**config.mk**
```make
export PLATFORM = sky130hd
export DESIGN_NAME = reliable_transport_sender
export DESIGN_NICKNAME = d
export VERILOG_FILES = /design/src/rtl/rts_pkg.sv /design/src/rtl/reliable_transport_sender.sv
export SDC_FILE = /design/constraint.sdc
export NUM_CORES = 2
export LEC_CHECK = 0
export BUFFER_PORTS_ARGS = -buffer_cell sky130_fd_sc_hd__buf_4
export CAP_MARGIN = 0
export CORE_MARGIN = 5
export CORE_UTILIZATION = 55
export CTS_BUF_LIST = sky130_fd_sc_hd__clkbuf_8
export CTS_CLUSTER_DIAMETER = 40
export DETAILED_ROUTE_END_ITERATION = 10
export PLACE_DENSITY = 0.77
export SYNTH_ARGS = -nofsm -noshare
export SYNTH_HDL_FRONTEND = slang
export SYNTH_SLANG_ARGS = --single-unit
```
**constraint.sdc**
```tcl
create_clock -name clock -period 12.4 [get_ports clock]
set_input_delay 2.48 -clock clock [delete_from_list [all_inputs] [get_ports clock]]
set_output_delay 2.48 -clock clock [all_outputs]
set_load 0.05 [all_outputs]
```
**src/rtl/rts_pkg.sv**
```systemverilog
// Package for the reliable transport sender: item structs, phase and send codes,
// window geometry constants.
// No dependencies.
package rts_pkg;

   localparam int unsigned SEQ_W       = 32;
   localparam int unsigned TIMEOUT_W   = 16;
   localparam int unsigned LEN_W       = 11;
   localparam int unsigned KIND_W      = 3;
   localparam int unsigned PHASE_W     = 3;
   localparam int unsigned CSR_INDEX_W = 2;

   // window geometry: eight slots of 1024 bytes
   localparam int unsigned WINDOW_SLOTS = 8;
   localparam int unsigned CHUNK_BYTES  = 1024;
   localparam int unsigned SLOT_W       = $clog2(WINDOW_SLOTS);
   localparam int unsigned CHUNK_SHIFT  = $clog2(CHUNK_BYTES);
   localparam logic [SEQ_W-1:0] WINDOW_BYTES = SEQ_W'(WINDOW_SLOTS * CHUNK_BYTES);
   localparam logic [LEN_W-1:0] CHUNK_MAX    = LEN_W'(CHUNK_BYTES);

   localparam logic [SEQ_W-1:0]     ISN_RESET     = 32'd5000;
   localparam logic [TIMEOUT_W-1:0] TIMEOUT_RESET = 16'd500;

   // request codes
   localparam logic [1:0] REQ_OPEN   = 2'd0;
   localparam logic [1:0] REQ_HEADER = 2'd1;
   localparam logic [1:0] REQ_CHUNK  = 2'd2;
   localparam logic [1:0] REQ_TICK   = 2'd3;

   // register indexes
   localparam logic [CSR_INDEX_W-1:0] CSR_ISN     = 2'd0;
   localparam logic [CSR_INDEX_W-1:0] CSR_TIMEOUT = 2'd1;

   // link phases
   localparam logic [PHASE_W-1:0] PH_IDLE   = 3'd0;
   localparam logic [PHASE_W-1:0] PH_SYN    = 3'd1;
   localparam logic [PHASE_W-1:0] PH_EST    = 3'd2;
   localparam logic [PHASE_W-1:0] PH_FINW   = 3'd3;
   localparam logic [PHASE_W-1:0] PH_CLOSED = 3'd4;

   // send kinds
   localparam logic [KIND_W-1:0] SEND_NONE      = 3'd0;
   localparam logic [KIND_W-1:0] SEND_SYN       = 3'd1;
   localparam logic [KIND_W-1:0] SEND_HS_ACK    = 3'd2;
   localparam logic [KIND_W-1:0] SEND_DATA      = 3'd3;
   localparam logic [KIND_W-1:0] SEND_RETX      = 3'd4;
   localparam logic [KIND_W-1:0] SEND_FIN       = 3'd5;
   localparam logic [KIND_W-1:0] SEND_FINAL_ACK = 3'd6;

   typedef struct packed {
      logic [1:0]       req_type;
      logic             rx_syn;
      logic             rx_ack;
      logic             rx_fin;
      logic [SEQ_W-1:0] rx_seq;
      logic [SEQ_W-1:0] rx_ack_number;
      logic [LEN_W-1:0] chunk_len;
   } req_item_type;

   typedef struct packed {
      logic [KIND_W-1:0]  send_kind;
      logic [SEQ_W-1:0]   send_seq;
      logic [SEQ_W-1:0]   send_ack;
      logic [LEN_W-1:0]   send_len;
      logic [SLOT_W-1:0]  slot;
      logic               chunk_taken;
      logic [PHASE_W-1:0] link_state;
   } rsp_item_type;

endpackage

```
**src/rtl/reliable_transport_sender.sv**
```systemverilog
// Reliable transport sender: handshake, sliding window, retransmit and close.
// An accepted item is held in the input register, then its result in the result register.
// Throughput: one item per cycle while the result side is not stalled by rsp_ready.
// Reset (synchronous, active high) clears phase, counters and flags and loads
// register defaults; the slot stores are not cleared.
// Depends on rts_pkg.
module reliable_transport_sender (
   input  logic                                    clock,
   input  logic                                    reset,
   input  logic                                    req_valid,
   output logic                                    req_ready,
   input  rts_pkg::req_item_type                   req_data,
   output logic                                    rsp_valid,
   input  logic                                    rsp_ready,
   output rts_pkg::rsp_item_type                   rsp_data,
   input  logic                                    csr_valid,
   output logic                                    csr_ready,
   input  logic [rts_pkg::CSR_INDEX_W-1:0]         csr_index,
   input  logic [rts_pkg::SEQ_W-1:0]               csr_wdata
);

   localparam int unsigned SW = rts_pkg::SEQ_W;
   localparam int unsigned LW = rts_pkg::LEN_W;
   localparam int unsigned NW = rts_pkg::SLOT_W;

   // input and result registers
   logic                  req_valid_ff;
   rts_pkg::req_item_type req_ff;
   logic                  rsp_valid_ff;
   rts_pkg::rsp_item_type rsp_ff;
   rts_pkg::rsp_item_type rsp_in;
   logic                  advance;

   // configuration
   logic [SW-1:0]                 isn_ff;
   logic [rts_pkg::TIMEOUT_W-1:0] timeout_ff;

   // link state
   logic [rts_pkg::PHASE_W-1:0] phase_ff, phase_in;
   logic [SW-1:0] peer_isn_ff, peer_isn_in;
   logic [SW-1:0] lbs_ff, lbs_in;
   logic [SW-1:0] lba_ff, lba_in;
   logic [SW-1:0] phase_start_ff, phase_start_in;
   logic [SW-1:0] ms_clock_ff, ms_clock_in;
   logic          exhausted_ff, exhausted_in;
   logic          fin_acked_ff, fin_acked_in;
   logic          peer_fin_ff, peer_fin_in;
   logic [SW-1:0] peer_last_ff, peer_last_in;

   // slot stores
   logic [SW-1:0] slot_time_ff [rts_pkg::WINDOW_SLOTS];
   logic [LW-1:0] slot_len_ff  [rts_pkg::WINDOW_SLOTS];
   logic          slot_we;
   logic [NW-1:0] slot_waddr;
   logic [SW-1:0] slot_wtime;
   logic [LW-1:0] slot_wlen;
   logic          slot_len_we;

   // working values
   logic [NW-1:0] slot_sent;
   logic [NW-1:0] slot_acked;
   logic [SW-1:0] ms_next;
   logic [SW-1:0] outstanding;
   logic [SW-1:0] ack_minus_one;
   logic [SW-1:0] lba_new;
   logic          fa_new;
   logic          pf_new;

   assign advance   = !rsp_valid_ff || rsp_ready;
   assign req_ready = !req_valid_ff || advance;
   assign rsp_valid = rsp_valid_ff;
   assign rsp_data  = rsp_ff;
   assign csr_ready = 1'b1;

   assign slot_sent   = lbs_ff[rts_pkg::CHUNK_SHIFT +: NW];
   assign slot_acked  = lba_ff[rts_pkg::CHUNK_SHIFT +: NW];
   assign ms_next     = ms_clock_ff + SW'(1);
   assign outstanding = lbs_ff - lba_ff;
   assign ack_minus_one = req_ff.rx_ack_number - SW'(1);

   always_comb begin
      phase_in       = phase_ff;
      peer_isn_in    = peer_isn_ff;
      lbs_in         = lbs_ff;
      lba_in         = lba_ff;
      phase_start_in = phase_start_ff;
      ms_clock_in    = ms_clock_ff;
      exhausted_in   = exhausted_ff;
      fin_acked_in   = fin_acked_ff;
      peer_fin_in    = peer_fin_ff;
      peer_last_in   = peer_last_ff;
      slot_we        = 1'b0;
      slot_len_we    = 1'b0;
      slot_waddr     = slot_sent;
      slot_wtime     = ms_clock_ff;
      slot_wlen      = req_ff.chunk_len;
      lba_new        = lba_ff;
      fa_new         = fin_acked_ff;
      pf_new         = peer_fin_ff;
      rsp_in         = '0;

      unique case (req_ff.req_type)
         rts_pkg::REQ_OPEN: begin
            if (phase_ff == rts_pkg::PH_IDLE) begin
               lbs_in           = isn_ff;
               lba_in           = isn_ff;
               exhausted_in     = 1'b0;
               fin_acked_in     = 1'b0;
               peer_fin_in      = 1'b0;
               phase_in         = rts_pkg::PH_SYN;
               phase_start_in   = ms_clock_ff;
               rsp_in.send_seq  = isn_ff;
               rsp_in.send_kind = rts_pkg::SEND_SYN;
            end
         end
         rts_pkg::REQ_HEADER: begin
            if (phase_ff >= rts_pkg::PH_SYN && phase_ff <= rts_pkg::PH_FINW) begin
               peer_last_in = req_ff.rx_seq;
            end
            priority if (phase_ff == rts_pkg::PH_SYN) begin
               if (req_ff.rx_syn && req_ff.rx_ack &&
                   req_ff.rx_ack_number == isn_ff + SW'(1)) begin
                  peer_isn_in      = req_ff.rx_seq;
                  phase_in         = rts_pkg::PH_EST;
                  rsp_in.send_seq  = isn_ff + SW'(1);
                  rsp_in.send_ack  = req_ff.rx_seq + SW'(1);
                  rsp_in.send_kind = rts_pkg::SEND_HS_ACK;
               end
            end else if (phase_ff == rts_pkg::PH_EST) begin
               if (req_ff.rx_ack) begin
                  if (req_ff.rx_ack_number > lba_ff) begin
                     lba_new = (ack_minus_one > lbs_ff) ? lbs_ff : ack_minus_one;
                  end
                  lba_in = lba_new;
                  if (exhausted_ff && lbs_ff == lba_new) begin
                     phase_in         = rts_pkg::PH_FINW;
                     phase_start_in   = ms_clock_ff;
                     fin_acked_in     = 1'b0;
                     peer_fin_in      = 1'b0;
                     rsp_in.send_seq  = lbs_ff + SW'(1);
                     rsp_in.send_ack  = peer_isn_ff + SW'(1);
                     rsp_in.send_kind = rts_pkg::SEND_FIN;
                  end
               end else if (req_ff.rx_fin) begin
                  phase_in         = rts_pkg::PH_FINW;
                  phase_start_in   = ms_clock_ff;
                  fin_acked_in     = 1'b0;
                  peer_fin_in      = 1'b0;
                  rsp_in.send_seq  = lbs_ff + SW'(1);
                  rsp_in.send_ack  = peer_isn_ff + SW'(1);
                  rsp_in.send_kind = rts_pkg::SEND_FIN;
               end
            end else if (phase_ff == rts_pkg::PH_FINW) begin
               fa_new       = fin_acked_ff || req_ff.rx_ack;
               pf_new       = peer_fin_ff || req_ff.rx_fin;
               fin_acked_in = fa_new;
               peer_fin_in  = pf_new;
               if (fa_new && pf_new) begin
                  phase_in         = rts_pkg::PH_CLOSED;
                  rsp_in.send_seq  = lbs_ff + SW'(2);
                  rsp_in.send_ack  = req_ff.rx_seq + SW'(1);
                  rsp_in.send_kind = rts_pkg::SEND_FINAL_ACK;
               end
            end else begin
               phase_in = phase_ff;
            end
         end
         rts_pkg::REQ_CHUNK: begin
            if (phase_ff == rts_pkg::PH_EST && !exhausted_ff &&
                outstanding < rts_pkg::WINDOW_BYTES) begin
               if (req_ff.chunk_len == '0) begin
                  exhausted_in = 1'b1;
                  if (lbs_ff == lba_ff) begin
                     phase_in         = rts_pkg::PH_FINW;
                     phase_start_in   = ms_clock_ff;
                     fin_acked_in     = 1'b0;
                     peer_fin_in      = 1'b0;
                     rsp_in.send_seq  = lbs_ff + SW'(1);
                     rsp_in.send_ack  = peer_isn_ff + SW'(1);
                     rsp_in.send_kind = rts_pkg::SEND_FIN;
                  end
               end else if (req_ff.chunk_len <= rts_pkg::CHUNK_MAX) begin
                  slot_we            = 1'b1;
                  slot_len_we        = 1'b1;
                  slot_waddr         = slot_sent;
                  slot_wtime         = ms_clock_ff;
                  slot_wlen          = req_ff.chunk_len;
                  rsp_in.send_seq    = lbs_ff + SW'(1);
                  rsp_in.send_len    = req_ff.chunk_len;
                  rsp_in.slot        = slot_sent;
                  rsp_in.chunk_taken = 1'b1;
                  rsp_in.send_kind   = rts_pkg::SEND_DATA;
                  lbs_in             = lbs_ff + {{(SW-LW){1'b0}}, req_ff.chunk_len};
               end
            end
         end
         rts_pkg::REQ_TICK: begin
            ms_clock_in = ms_next;
            priority if (phase_ff == rts_pkg::PH_SYN) begin
               if ((ms_next - phase_start_ff) > {{(SW-rts_pkg::TIMEOUT_W){1'b0}}, timeout_ff})
               begin
                  phase_start_in   = ms_next;
                  rsp_in.send_seq  = isn_ff;
                  rsp_in.send_kind = rts_pkg::SEND_SYN;
               end
            end else if (phase_ff == rts_pkg::PH_EST) begin
               if (lbs_ff > lba_ff &&
                   (ms_next - slot_time_ff[slot_acked]) >=
                   {{(SW-rts_pkg::TIMEOUT_W){1'b0}}, timeout_ff}) begin
                  slot_we          = 1'b1;
                  slot_waddr       = slot_acked;
                  slot_wtime       = ms_next;
                  rsp_in.send_seq  = lba_ff + SW'(1);
                  rsp_in.send_len  = slot_len_ff[slot_acked];
                  rsp_in.slot      = slot_acked;
                  rsp_in.send_kind = rts_pkg::SEND_RETX;
               end
            end else if (phase_ff == rts_pkg::PH_FINW) begin
               if ((ms_next - phase_start_ff) >=
                   {{(SW-rts_pkg::TIMEOUT_W){1'b0}}, timeout_ff}) begin
                  phase_in         = rts_pkg::PH_CLOSED;
                  rsp_in.send_seq  = lbs_ff + SW'(2);
                  rsp_in.send_ack  = peer_last_ff + SW'(1);
                  rsp_in.send_kind = rts_pkg::SEND_FINAL_ACK;
               end
            end else begin
               phase_in = phase_ff;
            end
         end
         default: begin
            phase_in = phase_ff;
         end
      endcase

      rsp_in.link_state = phase_in;
   end

   // hold input and result items, advance when the result side frees
   always_ff @(posedge clock) begin
      if (reset) begin
         req_valid_ff <= 1'b0;
         rsp_valid_ff <= 1'b0;
      end else begin
         if (req_ready) begin
            req_valid_ff <= req_valid;
         end
         if (advance) begin
            rsp_valid_ff <= req_valid_ff;
         end
      end
   end

   always_ff @(posedge clock) begin
      if (req_valid && req_ready) begin
         req_ff <= req_data;
      end
      if (advance && req_valid_ff) begin
         rsp_ff <= rsp_in;
      end
   end

   always_ff @(posedge clock) begin
      if (reset) begin
         isn_ff     <= rts_pkg::ISN_RESET;
         timeout_ff <= rts_pkg::TIMEOUT_RESET;
      end else if (csr_valid && csr_ready) begin
         if (csr_index == rts_pkg::CSR_ISN) begin
            isn_ff <= csr_wdata;
         end
         if (csr_index == rts_pkg::CSR_TIMEOUT) begin
            timeout_ff <= csr_wdata[rts_pkg::TIMEOUT_W-1:0];
         end
      end
   end

   always_ff @(posedge clock) begin
      if (reset) begin
         phase_ff       <= rts_pkg::PH_IDLE;
         peer_isn_ff    <= '0;
         lbs_ff         <= '0;
         lba_ff         <= '0;
         phase_start_ff <= '0;
         ms_clock_ff    <= '0;
         exhausted_ff   <= 1'b0;
         fin_acked_ff   <= 1'b0;
         peer_fin_ff    <= 1'b0;
         peer_last_ff   <= '0;
      end else if (advance && req_valid_ff) begin
         phase_ff       <= phase_in;
         peer_isn_ff    <= peer_isn_in;
         lbs_ff         <= lbs_in;
         lba_ff         <= lba_in;
         phase_start_ff <= phase_start_in;
         ms_clock_ff    <= ms_clock_in;
         exhausted_ff   <= exhausted_in;
         fin_acked_ff   <= fin_acked_in;
         peer_fin_ff    <= peer_fin_in;
         peer_last_ff   <= peer_last_in;
      end
   end

   always_ff @(posedge clock) begin
      if (advance && req_valid_ff && slot_we) begin
         slot_time_ff[slot_waddr] <= slot_wtime;
         if (slot_len_we) begin
            slot_len_ff[slot_waddr] <= slot_wlen;
         end
      end
   end

endmodule

```
==> out/results.txt <==
The run finished with clean final reports. Counting the fill cells in the layout gives 7117. Post-detailed-route via-to-cell ratio: 6.567. Counting along the longest clock path gives a buffer depth of 3. The worst path uses 80.45% of the clock period. The worst hold path belongs to the class reg2reg.

The clock tree root buffer cell is sky130_fd_sc_hd__clkbuf_8. Counting the buffers created by CTS gives 143. After global routing the overflow that remains totals 0. For this design the top-level I/O count stands at 207. Global routing used 35.73% of the available tracks across all layers.

After detailed routing, the average wire length per cell comes to 26.88 µm. The number of levels the H-tree was split into is 4, and the post-synthesis sequential element count is 760. The final max-slew violation count was 0. The number of hold violations in the final report is 0.

For the post-cts gate resize count, the log shows 0. Setup total negative slack on the finished layout was measured at 0 ps. The number of setup buffers added after CTS is 0.

In this run the horizontal extent of the chip is 302.4 µm. The die covers 91430 µm². Combined buffer and inverter count along the critical path: 2. The via count of the first global-routing pass was 38530. The first global-routing pass estimated 245900 µm of wire. Endpoint type of the worst setup path: a flop. The number of antenna violations at the first check in global routing was 11. The worst path in the final design needs a cycle of 9976 ps, including I/O delays and setup. In this design, the stage delay of the slowest critical-path cell is 1040 ps. Of the cells placed in the final design, the portion with a size suffix greater than 1 is 13.28%. For this block, the initial DRC count from the detailed router was 5752.

Number of clock sinks: 760. The share of synthesized flip-flops with an asynchronous set or reset is 0%, and the die extent in y is 302.4 µm. The worst hold slack across all endpoints was 456.4 ps; the mean area per synthesized cell was 9.614 µm². The worst-case IR drop observed on VDD is 94.17 µV. The sequential share of the synthesized area is 43.20%, and the count of buffers inserted at the top-level ports is 205.

At the worst endpoint, the arrival time is 10500 ps. In this run the tightest slew margin relative to its limit is 14.36%. Yosys mapped the design onto 91 distinct sky130hd cell types.

The number of nets handed over by synthesis was 5222. In this run, synthesis inferred 509 flip-flops with an integrated enable. The relative area change from synthesis to final layout is 11.44%.

In the routed design, unresolved DRC markers number 0. The run gives 41040 as the via count. The library cell used most frequently in the layout, excluding fill and tap cells, is sky130_fd_sc_hd__nand2_1.

The critical-path cell with the highest stage delay was sky130_fd_sc_hd__o31ai_1. Setup repair after global routing left no endpoint under its margin. The most instantiated flip-flop cell in the synthesis netlist was sky130_fd_sc_hd__edfxtp_1. Along the worst path, the maximum fanout reaches 22. The measured slew at the worst slew-check pin works out to 1274 ps. The weighted congestion reported at the end of routability-driven placement came out at 1.037. The number of routed nets with antenna violations was 0; the initial core utilization was 55.30%. The run gives 0.1002 GHz as the achievable frequency. The share of synthesized area in the top cell type comes to 32.51%.

The setup path with the least slack is of type reg2reg. Across the run, the number of max-cap violations was 0. The clock arrives with 43.33 ps of skew. Data on the critical path is required at its endpoint by 12920 ps.

The logs give 0 for the number of endpoints failing setup at the final stage and 860 ps for the clock insertion delay at the later pin of the skew report. The total area inside the core boundary comes to 85010 µm². In the post-synthesis netlist, the biggest area contributors are sky130_fd_sc_hd__edfxtp_1 33%, sky130_fd_sc_hd__dfxtp_1 11%, sky130_fd_sc_hd__ha_1 5.6%. The tools report the post-synthesis cell count as 4890. The library cells used most frequently in the layout, excluding fill and tap cells, are 512 x sky130_fd_sc_hd__nand2_1, 509 x sky130_fd_sc_hd__edfxtp_1, 435 x sky130_fd_sc_hd__nor2_1, 332 x sky130_fd_sc_hd__a21oi_1, 276 x sky130_fd_sc_hd__xnor2_1. Entering global routing, the biggest net connects 99 pins. For the count of hold-fix buffers inserted at cts, the log shows 0. Layout net count: 5311.

Startpoint type of the worst setup path: a flop. Grouping stages by cell kind, the critical path spends the most delay in simple AND/OR/NAND/NOR gates. The clock-pin slew on the worst setup and hold paths works out to 60 ps. The final layout contains routed wiring with a total length of 168000 µm. For the first-pass iteration count of the detailed router, the log shows 6. After synthesis the cells add up to 47010 µm².

The floorplan has 107 rows. The ratio of total power to cell area is 116.1 nW/µm². TritonCTS built the clock tree.

Count of synthesis-stage warnings from yosys: 0. Summed over all instances, the cell type with the most area after synthesis is sky130_fd_sc_hd__edfxtp_1. For this design the static power due to leakage is 0.01843 µW. The run gives 123300 µm as the detailed-placement wirelength estimate.
==> sequential cells by signal, indices dropped and copies added, names as in the netlist, 16 cells and up, named ones only <==
| signal | flops |
|---|---|
| peer_last_ff | 32 |
| req_ff | 80 |
| phase_start_ff | 32 |
| peer_isn_ff | 32 |
| lba_ff | 32 |
| timeout_ff | 16 |
| slot_time_ff | 256 |
| slot_len_ff | 88 |
| lbs_ff | 32 |
| rsp_data | 85 |
| ms_clock_ff | 32 |
| isn_ff | 32 |
==> Yosys cell counts, drive strengths merged, types with 8 or more instances <==
cell       n
nand2    514
edfxtp   509
nor2     448
a21oi    336
clkbuf   292
xnor2    276
dfxtp    251
o21ai    215
ha       210
nand3    177
inv      174
xor2     171
a211oi   129
nor3     112
mux4      86
mux2i     83
nand4     79
and3      59
nor4      57
a21o      52
or3       51
a22oi     43
buf       38
o211ai    36
a31oi     35
o22ai     32
nor2b     30
and2      27
or4       25
o21a      23
o31ai     23
or2       22
nand2b    20
o21bai    18
and4      17
o221ai    16
o2111ai   15
a311oi    13
a211o     12
a222oi    12
nor3b     12
a21boi     8
==> tightest hold or removal path: stages, from the launching register on <==
cell	delay, ps
sky130_fd_sc_hd__dfxtp_1	310
sky130_fd_sc_hd__nand2_1	50
sky130_fd_sc_hd__a21oi_1	50
==> metrics by stage <==
| stage | instances | total power (µW) | setup WS (ps) | utilization (%) | instance area [µm²] |
|---|---|---|---|---|---|
| final | 6250 | 6083 | 2424 | 61.63 | 52390 |
| after global routing | 6246 | 6288 | 2027 | 61.62 | 52380 |
| after floorplan | 4890 | 3307 | 3450 | - | 47010 |
| after CTS | 6243 | 6087 | 2701 | 61.61 | 52380 |
| after global placement | 5978 | 3545 | 3061 | 58.09 | 49380 |
| after detailed placement | 5978 | 3553 | 2787 | 58.09 | 49380 |
==> metal layers <==
metal	wire length [µm]	track usage, %
met1	66080	49.07
met2	73150	53.80
met3	19740	8.806
met4	8982	16.42
met5	69	0
==> cell families (layout without fill, tap and decap cells) <==
group / count (synthesis) / count (layout) / share of synthesized area (%)
muxes: 174 / 174 / 6.007
DFF: 760 / 760 / 43.20
and+or+nand+nor: 1669 / 1669 / 16.65
AOI/OAI and AO/OA: 1112 / 1112 / 15.61
other: 1 / 8 / 0.007976
adders and majority gates: 213 / 213 / 5.717
buffers and inverters: 508 / 717 / 4.186
xor gates and xnor gates: 453 / 453 / 8.615
==> worst paths after layout <==
| check | cells past startpoint | slack, ps | endpoint | startpoint |
|---|---|---|---|---|
| max | 27 | 2420 | slot_len_ff[5][2] | ms_clock_ff[0] |
| min | 2 | 460 | timeout_ff[13] | timeout_ff[13] |
| max reg2reg | 27 | 2420 | slot_len_ff[5][2] | ms_clock_ff[0] |
| min reg2reg | 2 | 460 | timeout_ff[13] | timeout_ff[13] |
==> cell type report <==
class                      count  area [µm²]  share of cell area, %
antenna                        7       17.52                0.03343
clock buffer                 150        2064                  3.940
clock inverter               115       930.9                  1.777
inverter                     178       668.1                  1.275
multi-input combinational   3622       24890                  47.50
sequential                   760       20320                  38.78
tap                         1144        1431                  2.732
timing repair buffer         274        2076                  3.962
==> where the power goes <==
group	total, µW	internal [µW]	switching, µW
registers	2820	2740	85.1
clock network	2550	1400	1150
logic	709	257	452
Note: power is estimated with default switching activity, not from simulation.
